**config.mk**
```make
export PLATFORM = sky130hd
export DESIGN_NAME = wheel_odometry_pose
export DESIGN_NICKNAME = d
export VERILOG_FILES = /design/src/rtl/core/wop_pkg.sv /design/src/rtl/core/wop_mul.sv /design/src/rtl/core/wop_cordic.sv /design/src/rtl/core/wheel_odometry_pose.sv
export SDC_FILE = /design/constraint.sdc
export NUM_CORES = 2
export LEC_CHECK = 0
export BUFFER_PORTS_ARGS = -buffer_cell sky130_fd_sc_hd__clkbuf_2
export CAP_MARGIN = 20
export CORE_MARGIN = 4
export CORE_UTILIZATION = 45
export DETAILED_ROUTE_END_ITERATION = 8
export GPL_TIMING_DRIVEN = 0
export SLEW_MARGIN = 30
export SYNTH_ARGS = -nofsm -noshare
export SYNTH_HDL_FRONTEND = slang
export SYNTH_SLANG_ARGS = --single-unit
export TNS_END_PERCENT = 30
```
**constraint.sdc**
```tcl
create_clock -name aclk -period 14.46 [get_ports aclk]
set_input_delay 0.723 -clock aclk [delete_from_list [all_inputs] [get_ports aclk]]
set_output_delay 0.723 -clock aclk [all_outputs]
set_load 0.05 [all_outputs]
```
**src/rtl/core/wop_pkg.sv**
```systemverilog
// wop_pkg: types, constants and the arctangent table for the wheel odometry core
// shared by wop_mul, wop_cordic and wheel_odometry_pose; no dependencies
`timescale 1ns / 1ps

package wop_pkg;

    typedef struct packed {
        logic [31:0]        sample_time;
        logic signed [31:0] front_left_count;
        logic signed [31:0] front_right_count;
        logic signed [31:0] back_left_count;
        logic signed [31:0] back_right_count;
    } in_word_t;

    typedef struct packed {
        logic [31:0]        pose_time;
        logic signed [47:0] pos_x;
        logic signed [47:0] pos_y;
        logic signed [31:0] heading;
    } out_word_t;

    localparam int CFG_IDX_W = 2;
    localparam logic [CFG_IDX_W-1:0] REG_METERS_PER_TICK   = 2'd0;
    localparam logic [CFG_IDX_W-1:0] REG_INVERSE_WHEELBASE = 2'd1;
    localparam logic [31:0] MPT_RESET = 32'd7906076;
    localparam logic [31:0] IWB_RESET = 32'd16777216;

    localparam int MUL_A_W = 57;
    localparam int MUL_B_W = 32;
    localparam int MUL_P_W = MUL_A_W + MUL_B_W;

    typedef struct packed {
        logic               start;
        logic [MUL_A_W-1:0] a;
        logic [MUL_B_W-1:0] b;
    } mul_req_t;

    typedef struct packed {
        logic               done;
        logic [MUL_P_W-1:0] prod;
    } mul_rsp_t;

    localparam int ANG_W = 48;
    localparam int RED_W = 47;
    localparam int ROT_W = 34;
    localparam int RED_STEPS = 13;
    localparam logic [RED_W-1:0] TWO_PI_RED = 47'd6746518852;
    localparam logic [RED_W-1:0] RED_TOP = TWO_PI_RED << (RED_STEPS - 1);
    localparam logic signed [ROT_W-1:0] PI_Q30      = 34'sd3373259426;
    localparam logic signed [ROT_W-1:0] HALF_PI_Q30 = 34'sd1686629713;
    localparam logic signed [ROT_W-1:0] TWO_PI_Q30  = 34'sd6746518852;
    localparam logic signed [ROT_W-1:0] GAIN_Q30    = 34'sd652032874;

    localparam logic [64:0] DTH_CAP = 65'd1 << 40;

    typedef enum logic [1:0] {
        COR_IDLE,
        COR_REDUCE,
        COR_FOLD,
        COR_ROTATE
    } cor_state_t;

    typedef enum logic [3:0] {
        ST_IDLE,
        ST_DIST_GO,
        ST_DIST_WT,
        ST_DIFF_GO,
        ST_DIFF_WT,
        ST_DTH_GO,
        ST_DTH_WT,
        ST_ROT_GO,
        ST_ROT_WT,
        ST_MX_GO,
        ST_MX_WT,
        ST_MY_GO,
        ST_MY_WT,
        ST_DONE
    } odo_state_t;

    function automatic logic signed [ROT_W-1:0] atan_q30(input logic [4:0] i);
        logic signed [ROT_W-1:0] v;
        case (i)
            5'd0:    v = 34'sh03243F6A8;
            5'd1:    v = 34'sh01DAC6705;
            5'd2:    v = 34'sh00FADBAFC;
            5'd3:    v = 34'sh007F56EA6;
            5'd4:    v = 34'sh003FEAB76;
            5'd5:    v = 34'sh001FFD55B;
            5'd6:    v = 34'sh000FFFAAA;
            5'd7:    v = 34'sh0007FFF55;
            5'd8:    v = 34'sh0003FFFEA;
            5'd9:    v = 34'sh0001FFFFD;
            5'd10:   v = 34'sd1048575;
            5'd11:   v = 34'sd524287;
            5'd12:   v = 34'sd262143;
            5'd13:   v = 34'sd131071;
            5'd14:   v = 34'sd65535;
            5'd15:   v = 34'sd32767;
            5'd16:   v = 34'sd16383;
            5'd17:   v = 34'sd8191;
            5'd18:   v = 34'sd4095;
            5'd19:   v = 34'sd2047;
            5'd20:   v = 34'sd1023;
            5'd21:   v = 34'sd511;
            5'd22:   v = 34'sd255;
            5'd23:   v = 34'sd127;
            5'd24:   v = 34'sd63;
            5'd25:   v = 34'sd31;
            5'd26:   v = 34'sd15;
            5'd27:   v = 34'sd7;
            5'd28:   v = 34'sd3;
            5'd29:   v = 34'sd1;
            default: v = 34'sd0;
        endcase
        return v;
    endfunction

endpackage

```
**src/rtl/core/wop_mul.sv**
```systemverilog
// wop_mul: bit-serial unsigned shift-add multiplier, one multiplier bit per cycle
// depends on wop_pkg (request/response structs, operand widths)
`timescale 1ns / 1ps

module wop_mul (
    input  logic              aclk,
    input  logic              aresetn,
    input  wop_pkg::mul_req_t req,
    output wop_pkg::mul_rsp_t rsp
);

    localparam int CNT_W = $clog2(wop_pkg::MUL_B_W);

    logic                         busy_reg;
    logic                         done_reg;
    logic [CNT_W-1:0]             cnt_reg;
    logic [wop_pkg::MUL_A_W-1:0]  a_reg;
    logic [wop_pkg::MUL_A_W:0]    hi_reg;
    logic [wop_pkg::MUL_B_W-1:0]  lo_reg;
    logic [wop_pkg::MUL_A_W:0]    sum;
    logic                         last;

    assign sum  = hi_reg + (lo_reg[0] ? {1'b0, a_reg} : '0);
    assign last = (cnt_reg == CNT_W'(wop_pkg::MUL_B_W - 1));

    always_ff @(posedge aclk) begin
        if (!aresetn) begin
            busy_reg <= 1'b0;
            done_reg <= 1'b0;
            cnt_reg  <= '0;
        end else begin
            done_reg <= busy_reg && last;
            if (req.start) begin
                busy_reg <= 1'b1;
                cnt_reg  <= '0;
            end else if (busy_reg) begin
                cnt_reg <= cnt_reg + 1'b1;
                if (last) begin
                    busy_reg <= 1'b0;
                end
            end
        end
    end

    always_ff @(posedge aclk) begin
        if (req.start) begin
            a_reg  <= req.a;
            hi_reg <= '0;
            lo_reg <= req.b;
        end else if (busy_reg) begin
            hi_reg <= sum >> 1;
            lo_reg <= {sum[0], lo_reg[wop_pkg::MUL_B_W-1:1]};
        end
    end

    assign rsp.done = done_reg;
    assign rsp.prod = wop_pkg::MUL_P_W'({hi_reg, lo_reg});

endmodule

```
**src/rtl/core/wop_cordic.sv**
```systemverilog
// wop_cordic: angle reduction by shift-subtract, quadrant fold, iterative CORDIC rotation
// depends on wop_pkg (angle constants, arctangent table, state type)
`timescale 1ns / 1ps

module wop_cordic #(
    parameter int CORDIC_STEPS = 24
) (
    input  logic                               aclk,
    input  logic                               aresetn,
    input  logic                               start,
    input  logic signed [wop_pkg::ANG_W-1:0]   ang,
    output logic                               done,
    output logic signed [wop_pkg::ROT_W-1:0]   cos_out,
    output logic signed [wop_pkg::ROT_W-1:0]   sin_out
);

    localparam int CNT_W = $clog2(CORDIC_STEPS);
    localparam int RW = wop_pkg::ROT_W;

    wop_pkg::cor_state_t state_reg, state_next;

    logic [CNT_W-1:0]               cnt_reg;
    logic                           done_reg;
    logic                           sgn_reg;
    logic                           flip_reg;
    logic [wop_pkg::RED_W-1:0]      m_reg;
    logic [wop_pkg::RED_W-1:0]      t_reg;
    logic signed [RW-1:0]           r_reg;
    logic signed [RW-1:0]           x_reg;
    logic signed [RW-1:0]           y_reg;

    logic                           red_last;
    logic                           rot_last;
    logic                           red_en;
    logic                           fold_en;
    logic                           rot_en;
    logic signed [RW-1:0]           r0;
    logic signed [RW-1:0]           r1;
    logic signed [RW-1:0]           r2;
    logic                           flip;
    logic signed [RW-1:0]           dx;
    logic signed [RW-1:0]           dy;
    logic signed [RW-1:0]           at;
    logic [wop_pkg::RED_W-1:0]      ang_mag;

    assign red_last = (cnt_reg == CNT_W'(wop_pkg::RED_STEPS - 1));
    assign rot_last = (cnt_reg == CNT_W'(CORDIC_STEPS - 1));

    always_comb begin
        state_next = state_reg;
        unique case (state_reg)
            wop_pkg::COR_IDLE: begin
                if (start) begin
                    state_next = wop_pkg::COR_REDUCE;
                end
            end
            wop_pkg::COR_REDUCE: begin
                if (red_last) begin
                    state_next = wop_pkg::COR_FOLD;
                end
            end
            wop_pkg::COR_FOLD: begin
                state_next = wop_pkg::COR_ROTATE;
            end
            wop_pkg::COR_ROTATE: begin
                if (rot_last) begin
                    state_next = wop_pkg::COR_IDLE;
                end
            end
            default: state_next = wop_pkg::COR_IDLE;
        endcase
    end

    always_comb begin
        red_en  = 1'b0;
        fold_en = 1'b0;
        rot_en  = 1'b0;
        unique case (state_reg)
            wop_pkg::COR_IDLE:   ;
            wop_pkg::COR_REDUCE: red_en  = 1'b1;
            wop_pkg::COR_FOLD:   fold_en = 1'b1;
            wop_pkg::COR_ROTATE: rot_en  = 1'b1;
            default:             ;
        endcase
    end

    assign ang_mag = ang[wop_pkg::ANG_W-1] ? wop_pkg::RED_W'(-ang) : wop_pkg::RED_W'(ang);

    // remainder keeps the sign of the angle, then fold into half turn and quarter turn
    always_comb begin
        r0 = sgn_reg ? -$signed(RW'(m_reg)) : $signed(RW'(m_reg));
        if (r0 > wop_pkg::PI_Q30) begin
            r1 = r0 - wop_pkg::TWO_PI_Q30;
        end else if (r0 < -wop_pkg::PI_Q30) begin
            r1 = r0 + wop_pkg::TWO_PI_Q30;
        end else begin
            r1 = r0;
        end
        flip = 1'b0;
        if (r1 > wop_pkg::HALF_PI_Q30) begin
            r2   = r1 - wop_pkg::PI_Q30;
            flip = 1'b1;
        end else if (r1 < -wop_pkg::HALF_PI_Q30) begin
            r2   = r1 + wop_pkg::PI_Q30;
            flip = 1'b1;
        end else begin
            r2 = r1;
        end
    end

    assign dx = y_reg >>> cnt_reg;
    assign dy = x_reg >>> cnt_reg;
    assign at = wop_pkg::atan_q30(5'(cnt_reg));

    always_ff @(posedge aclk) begin
        if (!aresetn) begin
            state_reg <= wop_pkg::COR_IDLE;
            cnt_reg   <= '0;
            done_reg  <= 1'b0;
        end else begin
            state_reg <= state_next;
            done_reg  <= rot_en && rot_last;
            if (start || fold_en || (red_en && red_last)) begin
                cnt_reg <= '0;
            end else if (red_en || rot_en) begin
                cnt_reg <= cnt_reg + 1'b1;
            end
        end
    end

    always_ff @(posedge aclk) begin
        if (start) begin
            m_reg   <= ang_mag;
            t_reg   <= wop_pkg::RED_TOP;
            sgn_reg <= ang[wop_pkg::ANG_W-1];
        end else if (red_en) begin
            if (m_reg >= t_reg) begin
                m_reg <= m_reg - t_reg;
            end
            t_reg <= t_reg >> 1;
        end
        if (fold_en) begin
            r_reg    <= r2;
            flip_reg <= flip;
            x_reg    <= wop_pkg::GAIN_Q30;
            y_reg    <= '0;
        end else if (rot_en) begin
            if (!r_reg[RW-1]) begin
                x_reg <= x_reg - dx;
                y_reg <= y_reg + dy;
                r_reg <= r_reg - at;
            end else begin
                x_reg <= x_reg + dx;
                y_reg <= y_reg - dy;
                r_reg <= r_reg + at;
            end
        end
    end

    assign done    = done_reg;
    assign cos_out = flip_reg ? -x_reg : x_reg;
    assign sin_out = flip_reg ? -y_reg : y_reg;

    assert property (@(posedge aclk) disable iff (!aresetn)
        done_reg |-> state_reg == wop_pkg::COR_IDLE)
        else $error("cordic done outside idle");

    assert property (@(posedge aclk) disable iff (!aresetn)
        (red_en && red_last) |=> state_reg == wop_pkg::COR_FOLD && cnt_reg == '0)
        else $error("reduction did not hand over to fold");

    assert property (@(posedge aclk) disable iff (!aresetn)
        fold_en |=> m_reg < wop_pkg::TWO_PI_RED)
        else $error("angle not reduced below full turn");

endmodule

```
**src/rtl/core/wheel_odometry_pose.sv**
```systemverilog
// wheel_odometry_pose: differential drive odometry, shared serial multiplier and CORDIC
// depends on wop_pkg, wop_mul, wop_cordic
`timescale 1ns / 1ps
//
//  channel  ports                         word        direction
//  sample   s_valid s_ready s_data        in_word_t   in
//  pose     m_valid m_ready m_data        out_word_t  out
//  config   cfg_we cfg_index cfg_data     32 bits     in, write only
//
//  first sample after reset gives no pose
//  from accept to ready, each later sample runs three products on the bit-serial
//  multiplier (distance, difference, heading step), then the CORDIC unit
//  (13 reduction steps, one fold, CORDIC_STEPS rotations), then two more products
//  (x and y steps), and then waits until the output register is free
//  synchronous active-low reset resets pose, counts and config registers to defaults
//  a pose waits in the output register; the next sample is taken once it is loaded
//
module wheel_odometry_pose #(
    parameter int CORDIC_STEPS = 24,
    parameter int COUNT_BITS   = 32
) (
    input  logic                              aclk,
    input  logic                              aresetn,
    input  logic                              s_valid,
    output logic                              s_ready,
    input  wop_pkg::in_word_t                 s_data,
    output logic                              m_valid,
    input  logic                              m_ready,
    output wop_pkg::out_word_t                m_data,
    input  logic                              cfg_we,
    input  logic [wop_pkg::CFG_IDX_W-1:0]     cfg_index,
    input  logic [31:0]                       cfg_data
);

    wop_pkg::odo_state_t state_reg, state_next;

    logic [31:0]               mpt_reg;
    logic [31:0]               iwb_reg;
    logic                      seen_first_reg;
    logic [31:0]               last_reg [4];
    logic signed [47:0]        acc_x_reg;
    logic signed [47:0]        acc_y_reg;
    logic signed [31:0]        acc_h_reg;
    logic                      m_valid_reg;
    wop_pkg::out_word_t        out_reg;
    logic [31:0]               time_reg;
    logic signed [33:0]        sum_l_reg;
    logic signed [33:0]        sum_r_reg;
    logic [55:0]               dist_mag_reg;
    logic                      dist_neg_reg;
    logic [56:0]               diff_mag_reg;
    logic                      diff_neg_reg;
    logic [40:0]               dth_mag_reg;

    wop_pkg::mul_req_t         mul_req;
    wop_pkg::mul_rsp_t         mul_rsp;
    logic                      cor_start;
    logic                      cor_done;
    logic signed [wop_pkg::ROT_W-1:0] cos_v;
    logic signed [wop_pkg::ROT_W-1:0] sin_v;

    logic                      accept;
    logic [31:0]               cur [4];
    logic signed [COUNT_BITS-1:0] dlow [4];
    logic signed [33:0]        dt [4];
    logic signed [34:0]        tot;
    logic signed [34:0]        dif;
    logic [34:0]               tot_mag;
    logic [34:0]               dif_mag;
    logic [64:0]               p24;
    logic signed [41:0]        dth_s;
    logic signed [41:0]        half_s;
    logic signed [41:0]        mid;
    logic signed [wop_pkg::ANG_W-1:0] ang;
    logic [31:0]               cos_mag;
    logic [31:0]               sin_mag;
    logic [57:0]               step_mag;
    logic signed [58:0]        step_s;
    logic signed [59:0]        pos_sum;
    logic signed [47:0]        pos_sat;
    logic                      trig_neg;
    logic signed [42:0]        h_sum;
    logic signed [31:0]        h_sat;
    logic                      out_free;

    assign accept   = s_valid && s_ready;
    assign out_free = !m_valid_reg || m_ready;

    assign cur[0] = s_data.front_left_count;
    assign cur[1] = s_data.front_right_count;
    assign cur[2] = s_data.back_left_count;
    assign cur[3] = s_data.back_right_count;

    always_comb begin
        for (int k = 0; k < 4; k++) begin
            dlow[k] = COUNT_BITS'(cur[k] - last_reg[k]);
            dt[k]   = 34'(dlow[k]);
        end
    end

    assign tot     = 35'(sum_l_reg) + 35'(sum_r_reg);
    assign dif     = 35'(sum_r_reg) - 35'(sum_l_reg);
    assign tot_mag = tot[34] ? 35'(-tot) : 35'(tot);
    assign dif_mag = dif[34] ? 35'(-dif) : 35'(dif);

    assign p24 = 65'(mul_rsp.prod >> 24);

    assign dth_s  = diff_neg_reg ? -$signed({1'b0, dth_mag_reg}) : $signed({1'b0, dth_mag_reg});
    assign half_s = diff_neg_reg ? -$signed({2'b00, dth_mag_reg[40:1]})
                                 : $signed({2'b00, dth_mag_reg[40:1]});
    assign mid    = 42'(acc_h_reg) + half_s;
    assign ang    = {mid, 6'b000000};

    assign cos_mag = cos_v[wop_pkg::ROT_W-1] ? 32'(-cos_v) : 32'(cos_v);
    assign sin_mag = sin_v[wop_pkg::ROT_W-1] ? 32'(-sin_v) : 32'(sin_v);

    // position step: sign of distance times sign of cos or sin, magnitude product >> 30
    always_comb begin
        step_mag = 58'(mul_rsp.prod >> 30);
        trig_neg = (state_reg == wop_pkg::ST_MX_WT) ? cos_v[wop_pkg::ROT_W-1]
                                                     : sin_v[wop_pkg::ROT_W-1];
        step_s   = (dist_neg_reg ^ trig_neg) ? -$signed({1'b0, step_mag})
                                             : $signed({1'b0, step_mag});
        pos_sum  = (state_reg == wop_pkg::ST_MX_WT) ? 60'(acc_x_reg) + 60'(step_s)
                                                     : 60'(acc_y_reg) + 60'(step_s);
        if (pos_sum > 60'sh7FFFFFFFFFFF) begin
            pos_sat = 48'sh7FFFFFFFFFFF;
        end else if (pos_sum < -60'sh800000000000) begin
            pos_sat = -48'sh800000000000;
        end else begin
            pos_sat = 48'(pos_sum);
        end
        h_sum = 43'(acc_h_reg) + 43'(dth_s);
        if (h_sum > 43'sh7FFFFFFF) begin
            h_sat = 32'sh7FFFFFFF;
        end else if (h_sum < -43'sh80000000) begin
            h_sat = -32'sh80000000;
        end else begin
            h_sat = 32'(h_sum);
        end
    end

    always_comb begin
        state_next = state_reg;
        unique case (state_reg)
            wop_pkg::ST_IDLE: begin
                if (accept && seen_first_reg) begin
                    state_next = wop_pkg::ST_DIST_GO;
                end
            end
            wop_pkg::ST_DIST_GO: state_next = wop_pkg::ST_DIST_WT;
            wop_pkg::ST_DIST_WT: begin
                if (mul_rsp.done) begin
                    state_next = wop_pkg::ST_DIFF_GO;
                end
            end
            wop_pkg::ST_DIFF_GO: state_next = wop_pkg::ST_DIFF_WT;
            wop_pkg::ST_DIFF_WT: begin
                if (mul_rsp.done) begin
                    state_next = wop_pkg::ST_DTH_GO;
                end
            end
            wop_pkg::ST_DTH_GO: state_next = wop_pkg::ST_DTH_WT;
            wop_pkg::ST_DTH_WT: begin
                if (mul_rsp.done) begin
                    state_next = wop_pkg::ST_ROT_GO;
                end
            end
            wop_pkg::ST_ROT_GO: state_next = wop_pkg::ST_ROT_WT;
            wop_pkg::ST_ROT_WT: begin
                if (cor_done) begin
                    state_next = wop_pkg::ST_MX_GO;
                end
            end
            wop_pkg::ST_MX_GO: state_next = wop_pkg::ST_MX_WT;
            wop_pkg::ST_MX_WT: begin
                if (mul_rsp.done) begin
                    state_next = wop_pkg::ST_MY_GO;
                end
            end
            wop_pkg::ST_MY_GO: state_next = wop_pkg::ST_MY_WT;
            wop_pkg::ST_MY_WT: begin
                if (mul_rsp.done) begin
                    state_next = wop_pkg::ST_DONE;
                end
            end
            wop_pkg::ST_DONE: begin
                if (out_free) begin
                    state_next = wop_pkg::ST_IDLE;
                end
            end
            default: state_next = wop_pkg::ST_IDLE;
        endcase
    end

    always_comb begin
        s_ready       = 1'b0;
        cor_start     = 1'b0;
        mul_req.start = 1'b0;
        mul_req.a     = '0;
        mul_req.b     = '0;
        unique case (state_reg)
            wop_pkg::ST_IDLE:    s_ready = 1'b1;
            wop_pkg::ST_DIST_GO: begin
                mul_req.start = 1'b1;
                mul_req.a     = wop_pkg::MUL_A_W'(tot_mag);
                mul_req.b     = mpt_reg;
            end
            wop_pkg::ST_DIFF_GO: begin
                mul_req.start = 1'b1;
                mul_req.a     = wop_pkg::MUL_A_W'(dif_mag);
                mul_req.b     = mpt_reg;
            end
            wop_pkg::ST_DTH_GO: begin
                mul_req.start = 1'b1;
                mul_req.a     = diff_mag_reg;
                mul_req.b     = iwb_reg;
            end
            wop_pkg::ST_ROT_GO:  cor_start = 1'b1;
            wop_pkg::ST_MX_GO: begin
                mul_req.start = 1'b1;
                mul_req.a     = wop_pkg::MUL_A_W'(dist_mag_reg);
                mul_req.b     = cos_mag;
            end
            wop_pkg::ST_MY_GO: begin
                mul_req.start = 1'b1;
                mul_req.a     = wop_pkg::MUL_A_W'(dist_mag_reg);
                mul_req.b     = sin_mag;
            end
            default: ;
        endcase
    end

    always_ff @(posedge aclk) begin
        if (!aresetn) begin
            state_reg      <= wop_pkg::ST_IDLE;
            mpt_reg        <= wop_pkg::MPT_RESET;
            iwb_reg        <= wop_pkg::IWB_RESET;
            seen_first_reg <= 1'b0;
            acc_x_reg      <= '0;
            acc_y_reg      <= '0;
            acc_h_reg      <= '0;
            m_valid_reg    <= 1'b0;
            for (int k = 0; k < 4; k++) begin
                last_reg[k] <= '0;
            end
        end else begin
            state_reg <= state_next;
            if (cfg_we) begin
                unique case (cfg_index)
                    wop_pkg::REG_METERS_PER_TICK:   mpt_reg <= cfg_data;
                    wop_pkg::REG_INVERSE_WHEELBASE: iwb_reg <= cfg_data;
                    default: ;
                endcase
            end
            if (accept) begin
                seen_first_reg <= 1'b1;
                for (int k = 0; k < 4; k++) begin
                    last_reg[k] <= cur[k];
                end
            end
            if (state_reg == wop_pkg::ST_MX_WT && mul_rsp.done) begin
                acc_x_reg <= pos_sat;
            end
            if (state_reg == wop_pkg::ST_MY_WT && mul_rsp.done) begin
                acc_y_reg <= pos_sat;
                acc_h_reg <= h_sat;
            end
            if (state_reg == wop_pkg::ST_DONE && out_free) begin
                m_valid_reg <= 1'b1;
            end else if (m_ready) begin
                m_valid_reg <= 1'b0;
            end
        end
    end

    always_ff @(posedge aclk) begin
        if (accept) begin
            time_reg  <= s_data.sample_time;
            sum_l_reg <= dt[0] + dt[2];
            sum_r_reg <= dt[1] + dt[3];
        end
        if (state_reg == wop_pkg::ST_DIST_WT && mul_rsp.done) begin
            dist_mag_reg <= 56'(mul_rsp.prod >> 10);
            dist_neg_reg <= tot[34];
        end
        if (state_reg == wop_pkg::ST_DIFF_WT && mul_rsp.done) begin
            diff_mag_reg <= 57'(mul_rsp.prod >> 9);
            diff_neg_reg <= dif[34];
        end
        if (state_reg == wop_pkg::ST_DTH_WT && mul_rsp.done) begin
            dth_mag_reg <= (p24 > wop_pkg::DTH_CAP) ? 41'(wop_pkg::DTH_CAP) : 41'(p24);
        end
        if (state_reg == wop_pkg::ST_DONE && out_free) begin
            out_reg.pose_time <= time_reg;
            out_reg.pos_x     <= acc_x_reg;
            out_reg.pos_y     <= acc_y_reg;
            out_reg.heading   <= acc_h_reg;
        end
    end

    wop_mul u_mul (
        .aclk    (aclk),
        .aresetn (aresetn),
        .req     (mul_req),
        .rsp     (mul_rsp)
    );

    wop_cordic #(
        .CORDIC_STEPS (CORDIC_STEPS)
    ) u_cordic (
        .aclk    (aclk),
        .aresetn (aresetn),
        .start   (cor_start),
        .ang     (ang),
        .done    (cor_done),
        .cos_out (cos_v),
        .sin_out (sin_v)
    );

    assign m_valid = m_valid_reg;
    assign m_data  = out_reg;

    assert property (@(posedge aclk) disable iff (!aresetn)
        mul_rsp.done |-> (state_reg == wop_pkg::ST_DIST_WT || state_reg == wop_pkg::ST_DIFF_WT ||
                          state_reg == wop_pkg::ST_DTH_WT || state_reg == wop_pkg::ST_MX_WT ||
                          state_reg == wop_pkg::ST_MY_WT))
        else $error("product returned while no product was awaited");

    assert property (@(posedge aclk) disable iff (!aresetn)
        cor_done |-> state_reg == wop_pkg::ST_ROT_WT)
        else $error("rotation finished outside its wait state");

    assert property (@(posedge aclk) disable iff (!aresetn)
        (accept && !seen_first_reg) |=> state_reg == wop_pkg::ST_IDLE && !$rose(m_valid_reg))
        else $error("first sample started a pose");

    assert property (@(posedge aclk) disable iff (!aresetn)
        (m_valid_reg && m_ready && state_reg != wop_pkg::ST_DONE) |=> !m_valid_reg)
        else $error("pose word repeated");

endmodule
```
## Yosys cells after proc, flatten, opt, wreduce, memory -nomap -nowiden

Memories as Yosys holds them, arrays and structs flattened. A register that Yosys moved wholly into a read port is not among the register bits.
Cells that the tools add are included.

- Register bits after elaboration: 969
- Memory bits (writable): 128
- Memory bits (read-only): 960
- Output and inout port bits: 162
- Logic and storage cells: 222
- Memories kept: 2

Memory list:

| name | depth | bits a word | read ports | clocked after Yosys merged registers in | write ports | line | RTL |
|---|---|---|---|---|---|---|---|
| (name not given) | 32 | 30 | 1 | 1 | 0 | wop_pkg.sv:82 | `case (i)` |
| last_reg | 4 | 32 | 4 | 0 | 4 | wheel_odometry_pose.sv:40 | `logic [31:0] last_reg [4];` |

- Add/sub/neg operators: 37
- Order comparisons: 10
- Equality and inequality tests: 31
- Shift operators: 2
- Mux-type cells: 67
- Bitwise logic cells: 6
- Reductions and logical operators: 31

Operators with widths:

| cell | number |
|---|---|
| 90-bit one-hot mux with 5 select lines | 1 |
| 34-bit 2-to-1 mux | 12 |
| 32-bit 2-to-1 mux | 10 |
| 47-bit 2-to-1 mux | 4 |
| 32-bit subtractor | 4 |
| 48-bit by 59-bit adder with 60-bit output | 2 |
| 34-bit adder | 3 |
| 34-bit negator | 3 |
| 34-bit subtractor | 3 |
| 48-bit 2-to-1 mux | 2 |
| 42-bit 2-to-1 mux | 2 |
| 35-bit 2-to-1 mux | 2 |
| 35-bit negator | 2 |
| 34-bit by 5-bit >>> shifter with 34-bit output | 2 |
| 32-bit by 32-bit adder with 33-bit output | 2 |
| 65-bit by 41-bit > comparator with 1-bit output (second input constant) | 1 |
| 32-bit negator | 2 |
| 60-bit by 48-bit > comparator with 1-bit output (second input constant) | 1 |
| 60-bit by 48-bit < comparator with 1-bit output (second input constant) | 1 |
| 60-bit 2-to-1 mux | 1 |
| 59-bit 2-to-1 mux | 1 |
| 58-bit negator with 59-bit output | 1 |
| 57-bit by 58-bit adder with 58-bit output | 1 |
| 57-bit 2-to-1 mux | 1 |
| other kinds (49) | 120 |

## Longest topological paths before layout

- Word-level depth: 10
- Mapped depth: 39
- Gate-level depth less buffers: 33

## Modules after synthesis

A second synthesis with hierarchy kept.

- Cell total of the unflattened synthesis: 10296
- Area, all modules: 90951.0 um2

Modules (own cells, without submodules):

| module | times used | cells each | area each (um2) |
|---|---|---|---|
| wheel_odometry_pose | 1 | 5665 | 52399.0 |
| wop_cordic | 1 | 3752 | 29633.4 |
| wop_mul | 1 | 879 | 8918.6 |

## Worst setup path before layout

No wires, ideal clock.

- Path type: register to register
- Start point: register u_cordic.y_reg[2]
- End point: register acc_y_reg[10]
- Library setup time: 0.132 ns
- Arrival: 8.863 ns
- Path slack: 5.464 ns
- Cell stages (with the launch flop): 39
- Buffers on the path: 5
- Period minus slack after synthesis: 8.996 ns
- Cells stage by stage: dfxtp_1 -> clkbuf_1 -> or3_1 -> clkbuf_1 -> nor3_1 -> nand2_1 -> or4_1 -> clkbuf_1 -> or3_1 -> or4_1 -> nand3b_1 -> nor3_1 -> nor2_1 -> xor2_1 -> nor2_1 -> a21oi_1 -> xnor2_1 -> clkbuf_1 -> [... 3 more ...] -> nand2_1 -> or3_1 -> o221a_2 -> a21oi_1 -> o31a_1 -> a31oi_1 -> o31ai_1 -> o211ai_1 -> a21oi_1 -> o2111ai_1 -> a31oi_1 -> xor2_1 -> or4b_2 -> a211oi_1 -> a31oi_1 -> nor2_1 -> clkbuf_1 -> a21oi_1

- Longest elaborated chain between the ends: 10
- Elaborated cells on any way between the ends: 12
- Classes of those cells: add/sub (3); order compare (2); mux (6); bitwise (1)

RTL lines:

| item | line | RTL |
|---|---|---|
| start, declared | wop_cordic.sv:30 | `logic signed [RW-1:0] y_reg;` |
| start signal, assigned | wop_cordic.sv:150 | `y_reg <= y_reg + dy;` |
| start signal, assigned | wop_cordic.sv:154 | `y_reg <= y_reg - dy;` |
| 34-bit negator * | wop_cordic.sv:162 | `assign sin_out = flip_reg ? -y_reg : y_reg;` |
| 34-bit 2-to-1 mux * | wop_cordic.sv:162 |  |
| 1-bit 2-to-1 mux * | wheel_odometry_pose.sv:120 | `trig_neg = (state_reg == wop_pkg::ST_MX_WT) ? cos_v[wop_pkg::ROT_W-1]` |
| 1-bit bitwise XOR * | wheel_odometry_pose.sv:122 | `step_s = (dist_neg_reg ^ trig_neg) ? -$signed({1'b0, step_mag})` |
| 59-bit 2-to-1 mux * | wheel_odometry_pose.sv:122 |  |
| 48-bit by 59-bit adder with 60-bit output (on tied branches) | wheel_odometry_pose.sv:125, wheel_odometry_pose.sv:124 |  |
| 60-bit 2-to-1 mux * | wheel_odometry_pose.sv:124 | `pos_sum = (state_reg == wop_pkg::ST_MX_WT) ? 60'(acc_x_reg) + 60'(step_s)` |
| 60-bit by 48-bit < comparator with 1-bit output | wheel_odometry_pose.sv:128 | `end else if (pos_sum < -60'sh800000000000) begin` |
| 48-bit 2-to-1 mux | wheel_odometry_pose.sv:128 |  |
| 48-bit 2-to-1 mux * | wheel_odometry_pose.sv:126 | `if (pos_sum > 60'sh7FFFFFFFFFFF) begin` |
| end signal, assigned | wheel_odometry_pose.sv:266 | `acc_y_reg <= pos_sat;` |
| end, declared | wheel_odometry_pose.sv:42 | `logic signed [47:0] acc_y_reg;` |

Mark *: on every way between the ends. The rest lies on a longest branch, timed or not.
A chain may end at the register's enable or synchronous reset.

## Worst setup path after layout

- Start point: register u_cordic.y_reg[2]
- End point: register acc_y_reg[43]

The elaborated chain is that of the path after synthesis.

==> flow_metrics.tcl <==
set metrics [dict create \
    setup_violations 0 \
    cts_tree "done" \
    drv_cap 0 \
    clk-insertion-delay-late_ns 0.81 \
    cp-end-kind "flip-flop" \
    crit_arrival_ns 13.74 \
    power_density_nw_per_um2 223 \
    required_ns 15.10 \
    start_util 0.454 \
    num_io_pins 361 \
    overflow 0 \
    ys_seq_area_frac 0.335 \
    synthFlopType "edfxtp_1" \
    synth_cell_types 125 \
    max_stage_delay_ns 0.82 \
    clock-sinks 1127 \
    leakagePower_uw 0.0404 \
    post_cts_resized 0 \
    drt_wl_total_mm 299 \
    synth_seq_cells 1127 \
    fin_util 0.507 \
    setup_tns_ns 0 \
    dp_cells 13100 \
    cpMostUsedCell "clkbuf_1" \
    post_drt_wl_per_cell_microns 22.2 \
    dpl-instance-area_sq_um 94400 \
    async_flop_share 0 \
    htreeDepth 4 \
    area_growth_pct 11.8 \
    grt_pass1_vias 75500 \
    r2r-start "u_cordic.y_reg[2]" \
    vias 79000 \
    antenna_found_initial 27 \
    postRouteAntennaNets 0 \
    fin_skew_ns 0.0376 \
    viasPerCell 5.89 \
    final_nets 11500 \
    synthesis.area_sq_um 88700 \
    postCtsSetupRepairBufs 0 \
    grt_max_degree 47 \
    power_uw 22100 \
    final-max-slew-violation-count 0 \
    hold_viol_final 0 \
    die-area_sq_um 204000 \
    rows 162 \
    clk_path_buf_depth 3 \
    final_area_sq_um 99100 \
    cts_root_buf "clkbuf_16" \
    fmax_mhz 76.4 \
    path_clk_slew_ns 0.06 \
    fin_cells 13400 \
    ys_warn_count 0 \
    critPathSlowestCell "nor2_1" \
    synth_nets 11000 \
    drc 0 \
    finalCriticalPeriod_ns 13.10 \
    hold_buffers 0 \
    drtIter0Drc 6666 \
    tightest_slew_ns 1.07 \
    synth_cells 10100 \
    relSlewSlack 0.278 \
    critPathMaxFanout 10 \
    gp_congestion 0.970 \
    chipWidth_microns 452 \
    outcome "finished, final reports clean" \
    start_kind "flip-flop" \
    firstDrtPassIters 6 \
    drive_above_1_share 0.0912 \
    ir_worst_vdd_uv 141 \
    hold_class "in2reg" \
    fp.coreArea_sq_um 195000 \
    syn_area_per_cell_sq_um 8.76 \
    portBuffers 359 \
    finalCritPeriodShare 0.906 \
    cts_buffers 138 \
    synth_edf_count 714 \
    gr-usage-all-layers 0.281 \
    rsz0062_at_grt "no" \
    startpoint "u_cordic.y_reg[2]" \
    die_y_microns 452 \
    grt_pass1_wl_mm 452 \
    largest_register_ffs 160 \
    min_from "s_data[141]" \
    dp_hpwl_mm 235 \
    critical_path_class "reg2reg" \
]
## per-stage QoR
| step | hold WS (ns) | worst slack [ns] |
|---|---|---|
| final | 0.0938 | 1.36 |
| after global routing | 0.0356 | 0.753 |
| after CTS | 0.0240 | 1.66 |
| after detailed placement | 0.405 | 1.72 |
| after global placement | 0.400 | 0.386 |
| after floorplan | 0.400 | 5.46 |
## report_power, final
part / switching (uW) / internal (uW)
clock: 1520 / 2030
combinational: 8540 / 5330
sequential: 628 / 4080
## cells by family (layout without fill, tap and decap cells)
kind of cell,Yosys count,count (layout),share of synthesized area
simple gates,3413,3413,0.186
compound gates,2623,2623,0.191
flops,1127,1127,0.335
xor+xnor,1051,1051,0.104
buf+inv,939,1594,0.0409
fa+ha+maj,652,652,0.0934
mux,316,316,0.0491
other cells,0,18,0
## synthesized netlist by cell type (all sizes together), types with 27 or more instances
library cell	n	area [sq um]
ha	636	7960
a222oi	39	390
xnor2	667	5850
nand2b	102	638
a21o	176	1320
nor4	76	539
mux2	68	769
nor3	268	1380
clkbuf	395	1480
nor2b	102	638
nor2	961	3610
a22oi	37	278
o21bai	68	522
a211o	31	272
o21ai	609	3080
inv	465	1750
and2	166	1040
a211oi	71	546
mux4	88	1980
nand4	67	419
a22o	28	245
a31oi	116	741
a31o	27	236
or3	109	687
a221oi	30	275
o41ai	34	335
a21boi	40	300
and3	240	1500
nand3	215	1090
o31ai	83	652
a21oi	792	3980
mux2i	160	1600
buf	76	385
o22ai	27	169
nand2	911	3420
or4	44	334
or2	55	344
xor2	384	3380
dfxtp	413	8270
o21a	97	728
edfxtp	714	21400
o211ai	70	526
## path summary, 6_finish.rpt
path / slack (ns) / endpoint / cells past startpoint
worst min register to register: 0.42 / m_data[148] / 0
worst max-delay path: 1.36 / acc_y_reg[43] / 38
worst min-delay path: 0.09 / time_reg[13] / 1
worst max register to register: 1.36 / acc_y_reg[43] / 38
## layout by cell type, fill, tap and decap left out, types with 43 or more instances in the layout
cell type	instances
a31oi_1	115
nor4_1	70
edfxtp_1	714
mux2_2	66
xor2_1	382
a21o_1	176
and3_1	240
a211oi_1	70
nand3_1	213
o31ai_1	78
and2_1	165
nand4_1	67
nor3_1	259
nor2b_1	102
clkbuf_1	412
nand2_1	908
xnor2_1	666
nor2_1	958
a21oi_1	790
o21a_1	97
or3_1	108
or2_2	54
o21ai_0	594
or4_1	43
clkbuf_16	141
dfxtp_1	412
inv_1	463
mux4_2	88
mux2i_1	160
ha_1	636
clkbuf_2	375
o21bai_1	67
o211ai_1	70
nand2b_1	101
## routing by layer
layer  routed length, microns  GRT usage
met5                       66          0
met4                    12200      0.107
met3                    19500     0.0418
met2                   134000      0.450
met1                   133000      0.384
## critical path: cells and delay by family (launching register included)
kind,cells,cell delay [ns]
AO/OA/AOI/OAI,16,4.85
XOR/XNOR,4,1.51
adder cells (fa/ha/maj),1,0.39
buffers and inverters,5,1.62
flip-flops,1,0.31
AND/OR/NAND/NOR,12,4.20
## layout make-up
| cell class | instances | area, sq um |
|---|---|---|
| Timing Repair Buffer | 400 | 2410 |
| Fill cell | 18600 | 96300 |
| Clock buffer | 179 | 3720 |
| Tap cell | 2624 | 3280 |
| Buffer | 471 | 1900 |
| Sequential cell | 1127 | 29700 |
| Inverter | 468 | 1760 |
| Multi-Input combinational cell | 8055 | 55400 |
| Antenna cell | 18 | 45.0 |
| Clock inverter | 76 | 901 |
Power figures use the tool's default switching activity.
